===== src/rtl/core/cwa_pkg.sv =====
// Shared types and constants of the cascaded window averager.
// Holds the accumulator entry layout, the divider handshake structs and the window table.
// No dependencies.
`timescale 1ns / 1ps

package cwa_pkg;

  localparam int unsigned SumW   = 23;
  localparam int unsigned CntW   = 16;
  localparam int unsigned TimeW  = 32;
  localparam int unsigned LvlOW  = 4;   // width of the reported level index
  localparam int unsigned ValW   = 7;   // width of a noise level or average
  localparam int unsigned WinW   = 18;  // widest window fits in 18 bits
  localparam int unsigned CntItW = 5;   // divider iteration counter

  localparam logic [ValW-1:0]  LevelMax    = 7'd100;
  localparam logic [ValW-1:0]  ThreshReset = 7'd60;
  localparam logic [SumW-1:0]  SumMax      = 23'h7FFFFF;
  localparam logic [CntW-1:0]  CntMax      = 16'hFFFF;
  localparam logic [LvlOW-1:0] SummaryMark = 4'd12;

  // One accumulator of the cascade
  typedef struct packed {
    logic [TimeW-1:0] start;
    logic [CntW-1:0]  cnt;
    logic [SumW-1:0]  sum;
  } cwa_ent_t;

  // Divider request and response
  typedef struct packed {
    logic            start;
    logic [SumW-1:0] dividend;
    logic [CntW-1:0] divisor;
  } cwa_div_req_t;

  typedef struct packed {
    logic            done;
    logic [SumW-1:0] quot;
  } cwa_div_rsp_t;

  // Window length of each cascade level in seconds
  function automatic logic [WinW-1:0] level_window(input logic [LvlOW-1:0] idx);
    logic [WinW-1:0] w;
    case (idx)
      4'd0:    w = 18'd5;
      4'd1:    w = 18'd10;
      4'd2:    w = 18'd30;
      4'd3:    w = 18'd60;
      4'd4:    w = 18'd180;
      4'd5:    w = 18'd600;
      4'd6:    w = 18'd1200;
      4'd7:    w = 18'd3600;
      4'd8:    w = 18'd10800;
      4'd9:    w = 18'd28800;
      4'd10:   w = 18'd86400;
      4'd11:   w = 18'd259200;
      default: w = 18'd259200;
    endcase
    return w;
  endfunction

endpackage


===== src/rtl/core/cascaded_window_averager.sv =====
// Cascaded window averager: one item walks the cascade, one level at a time.
// Each level passes S_RD, S_ADD and S_CHK; a flushed level also waits in S_DIV for the divider
// and in S_EMIT for the output; the walk ends with S_RD0, S_ADD0 (level-0 update) and S_SUM.
// Throughput: one item per walk; the next beat is taken once the summary is registered.
// Reset clears all accumulators (per-entry valid bits), the FSM and sets threshold to 60.
`timescale 1ns / 1ps

module cascaded_window_averager #(
  parameter int unsigned LEVELS = 12
) (
  input  logic        clk_i,
  input  logic        rst_ni,
  // tdata: [6:0] sample_level, [38:7] time_seconds, [39] zero
  input  logic        s_axis_tvalid_i,
  output logic        s_axis_tready_o,
  input  logic [39:0] s_axis_tdata_i,
  // tdata: [6:0] level_average, [13:7] raw_level, [14] is_loud, [15] zero
  output logic        m_axis_tvalid_o,
  input  logic        m_axis_tready_i,
  output logic [15:0] m_axis_tdata_o,
  // tuser: [3:0] report_level
  output logic [3:0]  m_axis_tuser_o,
  output logic        m_axis_tlast_o,
  input  logic        cfg_we_i,
  input  logic [6:0]  cfg_wdata_i
);
  import cwa_pkg::*;

  localparam int unsigned LvlW = (LEVELS > 1) ? $clog2(LEVELS) : 1;

  typedef enum logic [3:0] {
    S_IDLE, S_RD, S_ADD, S_CHK, S_DIV, S_EMIT, S_RD0, S_ADD0, S_SUM
  } state_e;

  state_e            state_q;
  logic [LvlW-1:0]   lvl_q;
  logic [TimeW-1:0]  now_q;
  logic [ValW-1:0]   latest_q;
  logic [ValW-1:0]   thresh_q;
  logic              carry_vld_q;
  logic [ValW-1:0]   carry_q;
  logic [ValW-1:0]   avg_q;
  cwa_ent_t          ent_q;

  logic              out_vld_q;
  logic [LvlOW-1:0]  out_lvl_q;
  logic [ValW-1:0]   out_avg_q;
  logic [ValW-1:0]   out_raw_q;
  logic              out_loud_q;
  logic              out_last_q;
  logic              out_ld;

  // Accumulator memory with per-entry valid bits
  cwa_ent_t          mem [LEVELS];
  cwa_ent_t          rdata_q;
  logic [LEVELS-1:0] vld_q;
  logic              rvld_q;
  logic              mem_we, mem_re;
  logic [LvlW-1:0]   mem_wa, mem_ra;
  cwa_ent_t          mem_wd;

  cwa_div_req_t      div_req;
  cwa_div_rsp_t      div_rsp;

  logic              in_acc, ofree, last_lvl, flush;
  logic [ValW-1:0]   in_lvl, add_v, div_avg;
  logic              add_en;
  logic [SumW:0]     sum_ext;
  logic [SumW-1:0]   sum_sat;
  logic [TimeW-1:0]  elapsed;
  cwa_ent_t          ent_rd, ent_add;

  assign s_axis_tready_o = (state_q == S_IDLE);
  assign in_acc   = s_axis_tvalid_i && s_axis_tready_o;
  assign ofree    = !out_vld_q || m_axis_tready_i;
  assign out_ld   = ((state_q == S_EMIT) || (state_q == S_SUM)) && ofree;
  assign last_lvl = (lvl_q == LvlW'(LEVELS - 1));
  assign in_lvl   = (s_axis_tdata_i[6:0] > LevelMax) ? LevelMax : s_axis_tdata_i[6:0];

  // Read-modify: fold in a carried average (or the sample at the end of the walk)
  always_comb begin
    ent_rd  = rvld_q ? rdata_q : '0;
    add_v   = (state_q == S_ADD0) ? latest_q : carry_q;
    add_en  = (state_q == S_ADD0) || carry_vld_q;
    sum_ext = {1'b0, ent_rd.sum} + (SumW+1)'(add_v);
    sum_sat = sum_ext[SumW] ? SumMax : sum_ext[SumW-1:0];
    ent_add = ent_rd;
    if (add_en && (ent_rd.cnt != CntMax)) begin
      ent_add.sum = sum_sat;
      ent_add.cnt = ent_rd.cnt + 1'b1;
    end
    if ((state_q == S_ADD) && (ent_rd.start == '0)) begin
      ent_add.start = now_q;
    end
  end

  // Window check
  assign elapsed = now_q - ent_q.start;
  assign flush   = (elapsed >= TimeW'(level_window(LvlOW'(lvl_q)))) && (ent_q.cnt != '0);

  // Memory port control
  always_comb begin
    mem_re = (state_q == S_RD) || (state_q == S_RD0);
    mem_ra = (state_q == S_RD0) ? '0 : lvl_q;
    mem_we = ((state_q == S_CHK) && !flush) || ((state_q == S_EMIT) && ofree) ||
             (state_q == S_ADD0);
    mem_wa = (state_q == S_ADD0) ? '0 : lvl_q;
    case (state_q)
      S_ADD0:  mem_wd = ent_add;
      S_EMIT:  mem_wd = '{start: now_q, cnt: '0, sum: '0};
      default: mem_wd = ent_q;
    endcase
  end

  always_ff @(posedge clk_i) begin
    if (mem_we) begin
      mem[mem_wa] <= mem_wd;
    end
    if (mem_re) begin
      rdata_q <= mem[mem_ra];
    end
  end

  always_ff @(posedge clk_i or negedge rst_ni) begin
    if (!rst_ni) begin
      vld_q  <= '0;
      rvld_q <= 1'b0;
    end else begin
      if (mem_we) begin
        vld_q[mem_wa] <= 1'b1;
      end
      if (mem_re) begin
        rvld_q <= vld_q[mem_ra];
      end
    end
  end

  // Divider
  assign div_req.start    = (state_q == S_CHK) && flush;
  assign div_req.dividend = ent_q.sum;
  assign div_req.divisor  = ent_q.cnt;
  assign div_avg = (div_rsp.quot > SumW'(LevelMax)) ? LevelMax : div_rsp.quot[ValW-1:0];

  cwa_div u_div (
    .clk_i  (clk_i),
    .rst_ni (rst_ni),
    .req_i  (div_req),
    .rsp_o  (div_rsp)
  );

  // Sequencer and output register
  always_ff @(posedge clk_i or negedge rst_ni) begin
    if (!rst_ni) begin
      state_q     <= S_IDLE;
      lvl_q       <= '0;
      now_q       <= '0;
      latest_q    <= '0;
      thresh_q    <= ThreshReset;
      carry_vld_q <= 1'b0;
      carry_q     <= '0;
      avg_q       <= '0;
      ent_q       <= '0;
      out_vld_q   <= 1'b0;
      out_lvl_q   <= '0;
      out_avg_q   <= '0;
      out_raw_q   <= '0;
      out_loud_q  <= 1'b0;
      out_last_q  <= 1'b0;
    end else begin
      if (cfg_we_i) begin
        thresh_q <= cfg_wdata_i;
      end
      // a new beat is loaded or the held one drains
      if (out_ld) begin
        out_vld_q <= 1'b1;
      end else if (m_axis_tready_i) begin
        out_vld_q <= 1'b0;
      end
      case (state_q)
        S_IDLE: begin
          if (in_acc) begin
            now_q       <= s_axis_tdata_i[38:7];
            latest_q    <= in_lvl;
            lvl_q       <= '0;
            carry_vld_q <= 1'b0;
            state_q     <= S_RD;
          end
        end
        S_RD: begin
          state_q <= S_ADD;
        end
        S_ADD: begin
          ent_q   <= ent_add;
          state_q <= S_CHK;
        end
        S_CHK: begin
          if (flush) begin
            state_q <= S_DIV;
          end else begin
            carry_vld_q <= 1'b0;
            if (last_lvl) begin
              state_q <= S_RD0;
            end else begin
              lvl_q   <= lvl_q + 1'b1;
              state_q <= S_RD;
            end
          end
        end
        S_DIV: begin
          if (div_rsp.done) begin
            avg_q   <= div_avg;
            state_q <= S_EMIT;
          end
        end
        S_EMIT: begin
          if (ofree) begin
            out_lvl_q   <= LvlOW'(lvl_q);
            out_avg_q   <= avg_q;
            out_raw_q   <= latest_q;
            out_loud_q  <= (latest_q > thresh_q);
            out_last_q  <= 1'b0;
            carry_vld_q <= 1'b1;
            carry_q     <= avg_q;
            if (last_lvl) begin
              state_q <= S_RD0;
            end else begin
              lvl_q   <= lvl_q + 1'b1;
              state_q <= S_RD;
            end
          end
        end
        S_RD0: begin
          state_q <= S_ADD0;
        end
        S_ADD0: begin
          state_q <= S_SUM;
        end
        S_SUM: begin
          if (ofree) begin
            out_lvl_q  <= SummaryMark;
            out_avg_q  <= '0;
            out_raw_q  <= latest_q;
            out_loud_q <= (latest_q > thresh_q);
            out_last_q <= 1'b1;
            state_q    <= S_IDLE;
          end
        end
        default: begin
          state_q <= S_IDLE;
        end
      endcase
    end
  end

  assign m_axis_tvalid_o = out_vld_q;
  assign m_axis_tdata_o  = {1'b0, out_loud_q, out_raw_q, out_avg_q};
  assign m_axis_tuser_o  = out_lvl_q;
  assign m_axis_tlast_o  = out_last_q;

endmodule


===== src/rtl/core/cwa_div.sv =====
// Restoring divider, one quotient bit per cycle, for the level averages.
// Depends on cwa_pkg for the request and response structs.
`timescale 1ns / 1ps

module cwa_div (
  input  logic                 clk_i,
  input  logic                 rst_ni,
  input  cwa_pkg::cwa_div_req_t req_i,
  output cwa_pkg::cwa_div_rsp_t rsp_o
);
  import cwa_pkg::*;

  logic              busy_q, done_q;
  logic [CntItW-1:0] it_q;
  logic [CntW-1:0]   rem_q;
  logic [CntW-1:0]   dsor_q;
  logic [SumW-1:0]   dq_q;     // dividend bits shift out, quotient bits shift in

  logic [CntW:0]     trial;
  logic              qbit;
  logic [CntW-1:0]   rem_d;

  // One restoring step
  always_comb begin
    trial = {rem_q, dq_q[SumW-1]};
    qbit  = (trial >= {1'b0, dsor_q});
    rem_d = qbit ? CntW'(trial - {1'b0, dsor_q}) : trial[CntW-1:0];
  end

  always_ff @(posedge clk_i or negedge rst_ni) begin
    if (!rst_ni) begin
      busy_q <= 1'b0;
      done_q <= 1'b0;
      it_q   <= '0;
    end else begin
      done_q <= 1'b0;
      if (req_i.start) begin
        busy_q <= 1'b1;
        it_q   <= CntItW'(SumW - 1);
      end else if (busy_q) begin
        it_q <= it_q - 1'b1;
        if (it_q == '0) begin
          busy_q <= 1'b0;
          done_q <= 1'b1;
        end
      end
    end
  end

  // Datapath, no reset needed
  always_ff @(posedge clk_i) begin
    if (req_i.start) begin
      rem_q  <= '0;
      dsor_q <= req_i.divisor;
      dq_q   <= req_i.dividend;
    end else if (busy_q) begin
      rem_q <= rem_d;
      dq_q  <= {dq_q[SumW-2:0], qbit};
    end
  end

  assign rsp_o.done = done_q;
  assign rsp_o.quot = dq_q;

endmodule

===== config.mk =====
export PLATFORM = sky130hd
export DESIGN_NAME = cascaded_window_averager
export DESIGN_NICKNAME = d
export VERILOG_FILES = /design/src/rtl/core/cwa_pkg.sv /design/src/rtl/core/cascaded_window_averager.sv /design/src/rtl/core/cwa_div.sv
export SDC_FILE = /design/constraint.sdc
export NUM_CORES = 2
export LEC_CHECK = 0
export BUFFER_PORTS_ARGS = -buffer_cell sky130_fd_sc_hd__buf_2
export CELL_PAD_IN_SITES_DETAIL_PLACEMENT = 0
export CELL_PAD_IN_SITES_GLOBAL_PLACEMENT = 1
export CORE_UTILIZATION = 27
export CTS_BUF_LIST = sky130_fd_sc_hd__clkbuf_4 sky130_fd_sc_hd__clkbuf_8 sky130_fd_sc_hd__clkbuf_16
export DETAILED_ROUTE_END_ITERATION = 8
export PLACE_DENSITY = 0.46
export SLEW_MARGIN = 25
export SYNTH_ARGS = -nofsm -noshare
export SYNTH_HDL_FRONTEND = slang
export SYNTH_HIERARCHICAL = 1
export SYNTH_SLANG_ARGS = --single-unit

===== constraint.sdc =====
create_clock -name clk_i -period 13.6 [get_ports clk_i]
set_input_delay 1.36 -clock clk_i [delete_from_list [all_inputs] [get_ports clk_i]]
set_output_delay 1.36 -clock clk_i [all_outputs]
set_load 0.02 [all_outputs]

# [Yosys cells after proc, flatten, opt, wreduce, memory -nomap -nowiden]
# Memories as Yosys holds them, arrays and structs flattened. A register that Yosys moved wholly into a read port is not among the register bits.
# Index checks and enable logic that the tools add are counted.
[totals] n_memories=2 rom_bits=288 input_bits=52 ff_bits=236 word_cells=143 latch_bits=0 mem_bits_rw=852
[mem_list] memory="mem" depth=12 word_bits=71 read_ports=1 rd_clocked_by_memory_dff=1 write_ports=1 line_no="cascaded_window_averager.sv:54" rtl="cwa_ent_t mem [LEVELS];"
[mem_list] memory="(no name shown)" depth=16 word_bits=18 read_ports=1 rd_clocked_by_memory_dff=0 write_ports=0 line_no="cwa_pkg.sv:44" rtl="case (idx)"
[op_classes] bitwise_logic=1 magnitude_cmp=8 div=0 shifts=0 eq_ne=15 multipliers=0 reduce_logical=33 add_sub_neg=6 n_mux=53
[ops] op="$pmux 71 s2" n=1
[ops] op="$mux 71" n=1
[ops] op="$mux 23" n=3
[ops] op="$mux 4" n=12
[ops] op="$mux 39" n=1
[ops] op="$pmux 4 s9" n=1
[ops] op="$mux 7" n=5
[ops] op="$ge 32x18->1" n=1
[ops] op="$logic_not 32->1" n=1
[ops] op="$mux 32" n=1
[ops] op="$sub 32x32->32" n=1
[ops] op="$add 23x7->24" n=1
[ops] op="$gt 23x7->1 const B" n=1
[ops] op="$ge 17x16->1" n=1
[ops] op="$add 16x1->16 const B" n=1
[ops] op="$eq 4x3->1 const B" n=4
[ops] op="$mux 1" n=16
[ops] op="$mux 16" n=1
[ops] op="$ne 16x16->1 const B" n=1
[ops] op="$reduce_bool 16->1" n=1
[ops] op="$sub 16x16->16" n=1
[ops] op="$pmux 7 s2" n=1
[ops] op="$or 12x12->12" n=1
[ops] op="$pmux 4 s3" n=1
[ops] op="other kinds (29)" n=57

# [Logic depth before layout (Yosys ltp)]
[depth] ltp_word=9 depth_mapped=26

# [Hierarchy]
# The synthesis kept the hierarchy.
[modules_own_cells] module="cascaded_window_averager" cells_per_inst=3560 seq_area_each_um2=32075.8 n_inst=1 area_per_inst_um2=46604.7
[modules_own_cells] module="cwa_div" cells_per_inst=319 seq_area_each_um2=1666.6 n_inst=1 area_per_inst_um2=3462.1

# [Worst setup path before layout]
# OpenSTA, ideal clock, no wires.
[synth_timing] path_type="register to register" start="register now_q[0]" end="memory mem[1][0] (netlist bit), enable pin" stages_incl_launch_ff=26 setup_slack_ns=4.058 synth_period_minus_slack_ns=9.542 required_ns=13.013 arrival_ns=8.955 path_buffers=1 path_cell_list="dfrtp_1 inv_1 ha_1 inv_1 fa_1 a21o_1 a221oi_2 and2b_1 o21a_1 o21ai_0 nand2b_1 a21oi_1 xnor2_1 ha_1 nand2_1 o21ai_0 a21oi_1 a31oi_1 nor4_1 nand4b_1 nor4_2 a41oi_2 nor2_2 nor2_2 buf_2 nor3_1"
[synth_via] elab_chain_len=9
[synth_rtl] item="from (decl)" line_no="cascaded_window_averager.sv:37" rtl="logic [TimeW-1:0] now_q;"
[synth_rtl] item="from (signal assigned)" line_no="cascaded_window_averager.sv:182" rtl="now_q <= s_axis_tdata_i[38:7];"
[synth_rtl] item="$sub 32x32->32" line_no="cascaded_window_averager.sv:98" rtl="assign elapsed = now_q - ent_q.start;"
[synth_rtl] item="$ge 32x18->1" line_no="cascaded_window_averager.sv:99" rtl="assign flush = (elapsed >= TimeW'(level_window(LvlOW'(lvl_q)))) && (ent_q.cnt != '0);"
[synth_rtl] item="$logic_and 1x1->1" line_no="cascaded_window_averager.sv:99"
[synth_rtl] item="$logic_not 1->1" line_no="cascaded_window_averager.sv:105" rtl="mem_we = ((state_q == S_CHK) && !flush) || ((state_q == S_EMIT) && ofree) ||"
[synth_rtl] item="$logic_and 1x1->1" line_no="cascaded_window_averager.sv:105"
[synth_rtl] item="$logic_or 1x1->1 (2 in series)" line_no="cascaded_window_averager.sv:105"
[synth_rtl] item="$mux 1" line_no="cascaded_window_averager.sv:116" rtl="if (mem_we) begin"
[synth_rtl] item="$mux 1 (implied by the code)" line_no="cascaded_window_averager.sv:117" rtl="mem[mem_wa] <= mem_wd;"
[synth_rtl] item="to (decl)" line_no="cascaded_window_averager.sv:54"
# No other way between the ends.

# [Final worst setup path]
[layout_timing] start="register now_q[0]" end="memory mem[5][53] (netlist bit), enable pin"
# The elaborated chain is that of the path after synthesis.

==> results.py <==
metrics = {
    "run_status": {
        "status": "complete, no violations",
    },
    "sta": {
        "clock_skew_ns": 0.03006,
        "slew_headroom_pct": 27.86,
        "fin_crit_ns": 7.379,
        "rsz0062_at_grt": "no",
        "setup_tns_ns": 0,
        "max_slew.worst_pin.slew_ns": 1.082,
        "hold_violations": 0,
        "finalMaxSlewViolations": 0,
        "fmax_ghz": 0.1355,
        "period_share_pct": 54.26,
        "hold_ws_ns": 0.4666,
        "setup_viol": 0,
    },
    "die": {
        "dieArea_sq_mm": 0.1872,
        "die_y_um": 432.6,
        "die_w_um": 432.6,
        "start_util_pct": 27.26,
        "std_cell_rows": 157,
        "io-pin-count": 75,
        "fp.coreArea_sq_mm": 0.1837,
    },
    "place": {
        "place.port_buffers": 72,
        "place_hpwl_mm": 97.26,
        "globalplace.congestion": 0.7819,
    },
    "detailed_routing": {
        "via_per_inst": 4.975,
        "detail-route-antenna-nets": 0,
        "drt_iter0_drc": 2245,
        "vias": 32465,
        "first_pass_iters": 7,
        "post_drt_wl_per_cell_um": 25.40,
        "drc": 0,
        "wl_mm": 165.8,
    },
    "cts": {
        "htree_num_levels": 4,
        "post_cts_buffers": 0,
        "clockRootBuffer": "clkbuf_16",
        "clock-sinks": 1159,
        "clk_pin_slew_worst_paths_ns": 0.06,
        "cts_tree": "done",
        "cts_resized": 0,
        "clock_path_buffers": 3,
        "numCtsBuffers": 140,
        "cts_hold_buffers": 0,
        "clock_latency_ns": 0.78,
    },
    "setup_path": {
        "reg2regPathDepth": 27,
        "required_ns": 13.99,
        "worstPathMaxFanout": 44,
        "reg2reg_slack_ns": 6.22,
        "start_kind": "register",
        "worstSetupPathType": "reg2reg",
        "startpoint": "now_q[0]",
        "crit_end": "mem[5][53]",
        "reg2reg_to": "mem[5][53]",
        "worstPathArrival_ns": 7.77,
        "r2r_start": "now_q[0]",
        "cp-end-kind": "register",
    },
    "synthesis": {
        "synth_edf_count": 962,
        "ys_seq_area_share_pct": 67.39,
        "syn_avg_cell_area_sq_um": 12.91,
        "async_reset_ff_share_pct": 15.62,
        "ys_seq_elements": 1159,
        "synth_fp_nets": 4022,
        "synth_ff_type": "edfxtp_1",
        "yosysWarnings": 6,
        "syn_inst": 3879,
        "yosysUniqueCellTypes": 86,
        "synth_area_sq_mm": 0.05007,
    },
    "grt": {
        "grt_overflow": 0,
        "grt_usage_pct": 17.58,
        "first_global_vias": 32329,
        "antenna_found_initial": 5,
        "grt_pass1_wl_mm": 237.3,
        "grt_max_degree": 104,
    },
    "power_and_ir_drop": {
        "p_leak_nw": 20.96,
        "ir_drop_mv": 0.1284,
        "powerDensity_mw_per_mm2": 229.8,
    },
    "final_layout": {
        "diodes": 0,
        "final_nets": 4091,
        "area_growth_pct": 16.19,
        "fill_cells": 18394,
        "drive_above_1_share_pct": 15.14,
    },
    "worst_hold_path": {
        "worstHoldStart": "vld_q[4]",
        "holdCritPathClass": "reg2reg",
    },
    "flow_run": {
        "drv_cap": 0,
    },
}
-- flip-flops by register name, summed over array words and instances (netlist names), 5 cells and up --
signal and cells:
mem 852, rdata_q 71, div_req 39, ent_q 32, now_q 32, u_div/dq_q 23, u_div/dsor_q 16, u_div/rem_q 16
vld_q 12, avg_q 7, carry_q 7, latest_q 7, out_avg_q 7, out_raw_q 7, thresh_q 7, u_div/it_q 5
-- area by class of cell --
| class | count | area [sq um] | area share (%) |
|---|---|---|---|
| well taps | 2464 | 3083 | 5.300 |
| clock inverters | 67 | 581.8 | 1.000 |
| clock buffers | 189 | 4001 | 6.878 |
| flip-flops and latches | 1159 | 33750 | 58.02 |
| inverters | 97 | 369.1 | 0.6345 |
| multi-input cells | 2382 | 15270 | 26.26 |
| repair buffers | 168 | 1111 | 1.910 |
-- how the worst min path moves through the flow --
| stage | slack [ns] | to | cells after the start |
|---|---|---|---|
| after global placement | 0.45 | vld_q[10] | 1 |
| after global routing | 0.48 | vld_q[8] | 1 |
| after detailed placement | 0.46 | vld_q[4] | 2 |
| final | 0.47 | vld_q[4] | 2 |
| after floorplan | 0.43 | vld_q[4] | 2 |
| after CTS | 0.47 | vld_q[4] | 2 |
-- through the flow --
stage	cell area (sq um)	util (%)	instances	worst slack [ns]	power [mW]
2_1_floorplan	50070	-	3879	4.058	8.066
3_5_place_dp	53540	29.15	6269	6.121	9.723
5_1_grt	58170	31.67	6526	5.616	14.12
3_3_place_gp	53530	29.14	6269	5.986	9.730
6_report	58170	31.67	6526	6.221	13.37
4_1_cts	58120	31.64	6525	6.092	13.51
-- kinds of logic (layout without fill, tap and decap cells) --
group	count (synthesis)	in the layout	synth area share (%)
compound gates	1102	1102	13.60
buf+inv	338	521	2.661
mux	222	222	4.796
fa+ha+maj	91	91	2.319
xor+xnor	69	69	1.207
simple gates	897	897	8.010
flops	1159	1159	67.39
other cells	1	1	0.007490
-- power by group --
group | switching, mW | total [mW] | internal (mW)
Sequential | 0.439 | 5.30 | 4.87
Clock | 1.51 | 3.74 | 2.23
Combinational | 2.88 | 4.33 | 1.45
-- cells in the mapped netlist, types with 15 or more instances --
cell | count | area (sq um)
a21o_1 | 21 | 157.7
a21oi_1 | 369 | 1847
a221oi_1 | 65 | 569.3
a31oi_1 | 81 | 506.7
and2_1 | 16 | 100.1
and3_1 | 81 | 506.7
buf_1 | 16 | 60.06
clkbuf_1 | 205 | 769.5
dfrtp_1 | 177 | 4429
dfxtp_1 | 16 | 320.3
edfxtp_1 | 962 | 28890
ha_1 | 88 | 1101
inv_1 | 95 | 356.6
mux2_2 | 139 | 1565
mux2i_1 | 82 | 820.8
nand2_1 | 542 | 2034
nand2b_1 | 19 | 118.9
nand3_1 | 32 | 160.2
nand4_1 | 18 | 112.6
nor2_1 | 96 | 360.4
nor3_1 | 27 | 135.1
nor4_1 | 21 | 131.4
o211ai_1 | 15 | 112.6
o21a_1 | 82 | 615.6
o21ai_0 | 142 | 710.7
o22ai_1 | 220 | 1376
xnor2_1 | 42 | 367.9
xor2_1 | 27 | 236.5
-- layer usage --
metal,vias up,global-route usage [%],wire length [um],share of wire [%]
li1,14882,-,-,-
met1,16699,24.43,78120,47
met2,671,28.27,76990,46
met3,213,2.858,7039,4.2
met4,0,4.662,3638,2.2
met5,-,0,0,0
-- critical path, stage by stage (launching register included) --
cell	delay (ns)
dfrtp_1	0.41
inv_1	0.07
ha_1	0.18
inv_1	0.06
fa_1	0.41
a21o_1	0.20
a221oi_2	0.44
and2b_1	0.24
o21a_1	0.17
o21ai_0	0.15
nand2b_1	0.07
a21oi_1	0.19
xnor2_1	0.18
ha_1	0.27
nand2_1	0.07
o21ai_0	0.08
a21oi_1	0.14
a31oi_1	0.13
nor4_1	0.28
nand4b_1	0.19
nor4_2	0.27
a41oi_2	0.30
nor2_2	0.20
nor2_2	0.05
buf_4	0.28
nor2_4	0.57
buf_4	0.48
buf_4	0.78
-- layout by cell type (no fill, tap or decap), types with 12 or more instances in the layout --
cell,count
a211oi_1,12
a21o_1,21
a21oi_1,356
a221oi_1,65
a22o_1,14
a31oi_1,81
and2_1,16
and3_1,81
buf_2,71
buf_4,92
clkbuf_16,146
clkbuf_4,40
clkinv_1,28
clkinv_2,20
dfrtp_1,174
dfxtp_1,16
edfxtp_1,962
ha_1,88
inv_1,94
mux2_2,139
mux2i_1,82
nand2_1,531
nand2b_1,19
nand3_1,31
nand4_1,18
nor2_1,90
nor3_1,20
nor4_1,20
o211ai_1,15
o21a_1,82
o21ai_0,128
o21ai_1,20
o21bai_1,13
o22ai_1,220
xnor2_1,42
xor2_1,27
(Power assumes the default switching activity.)
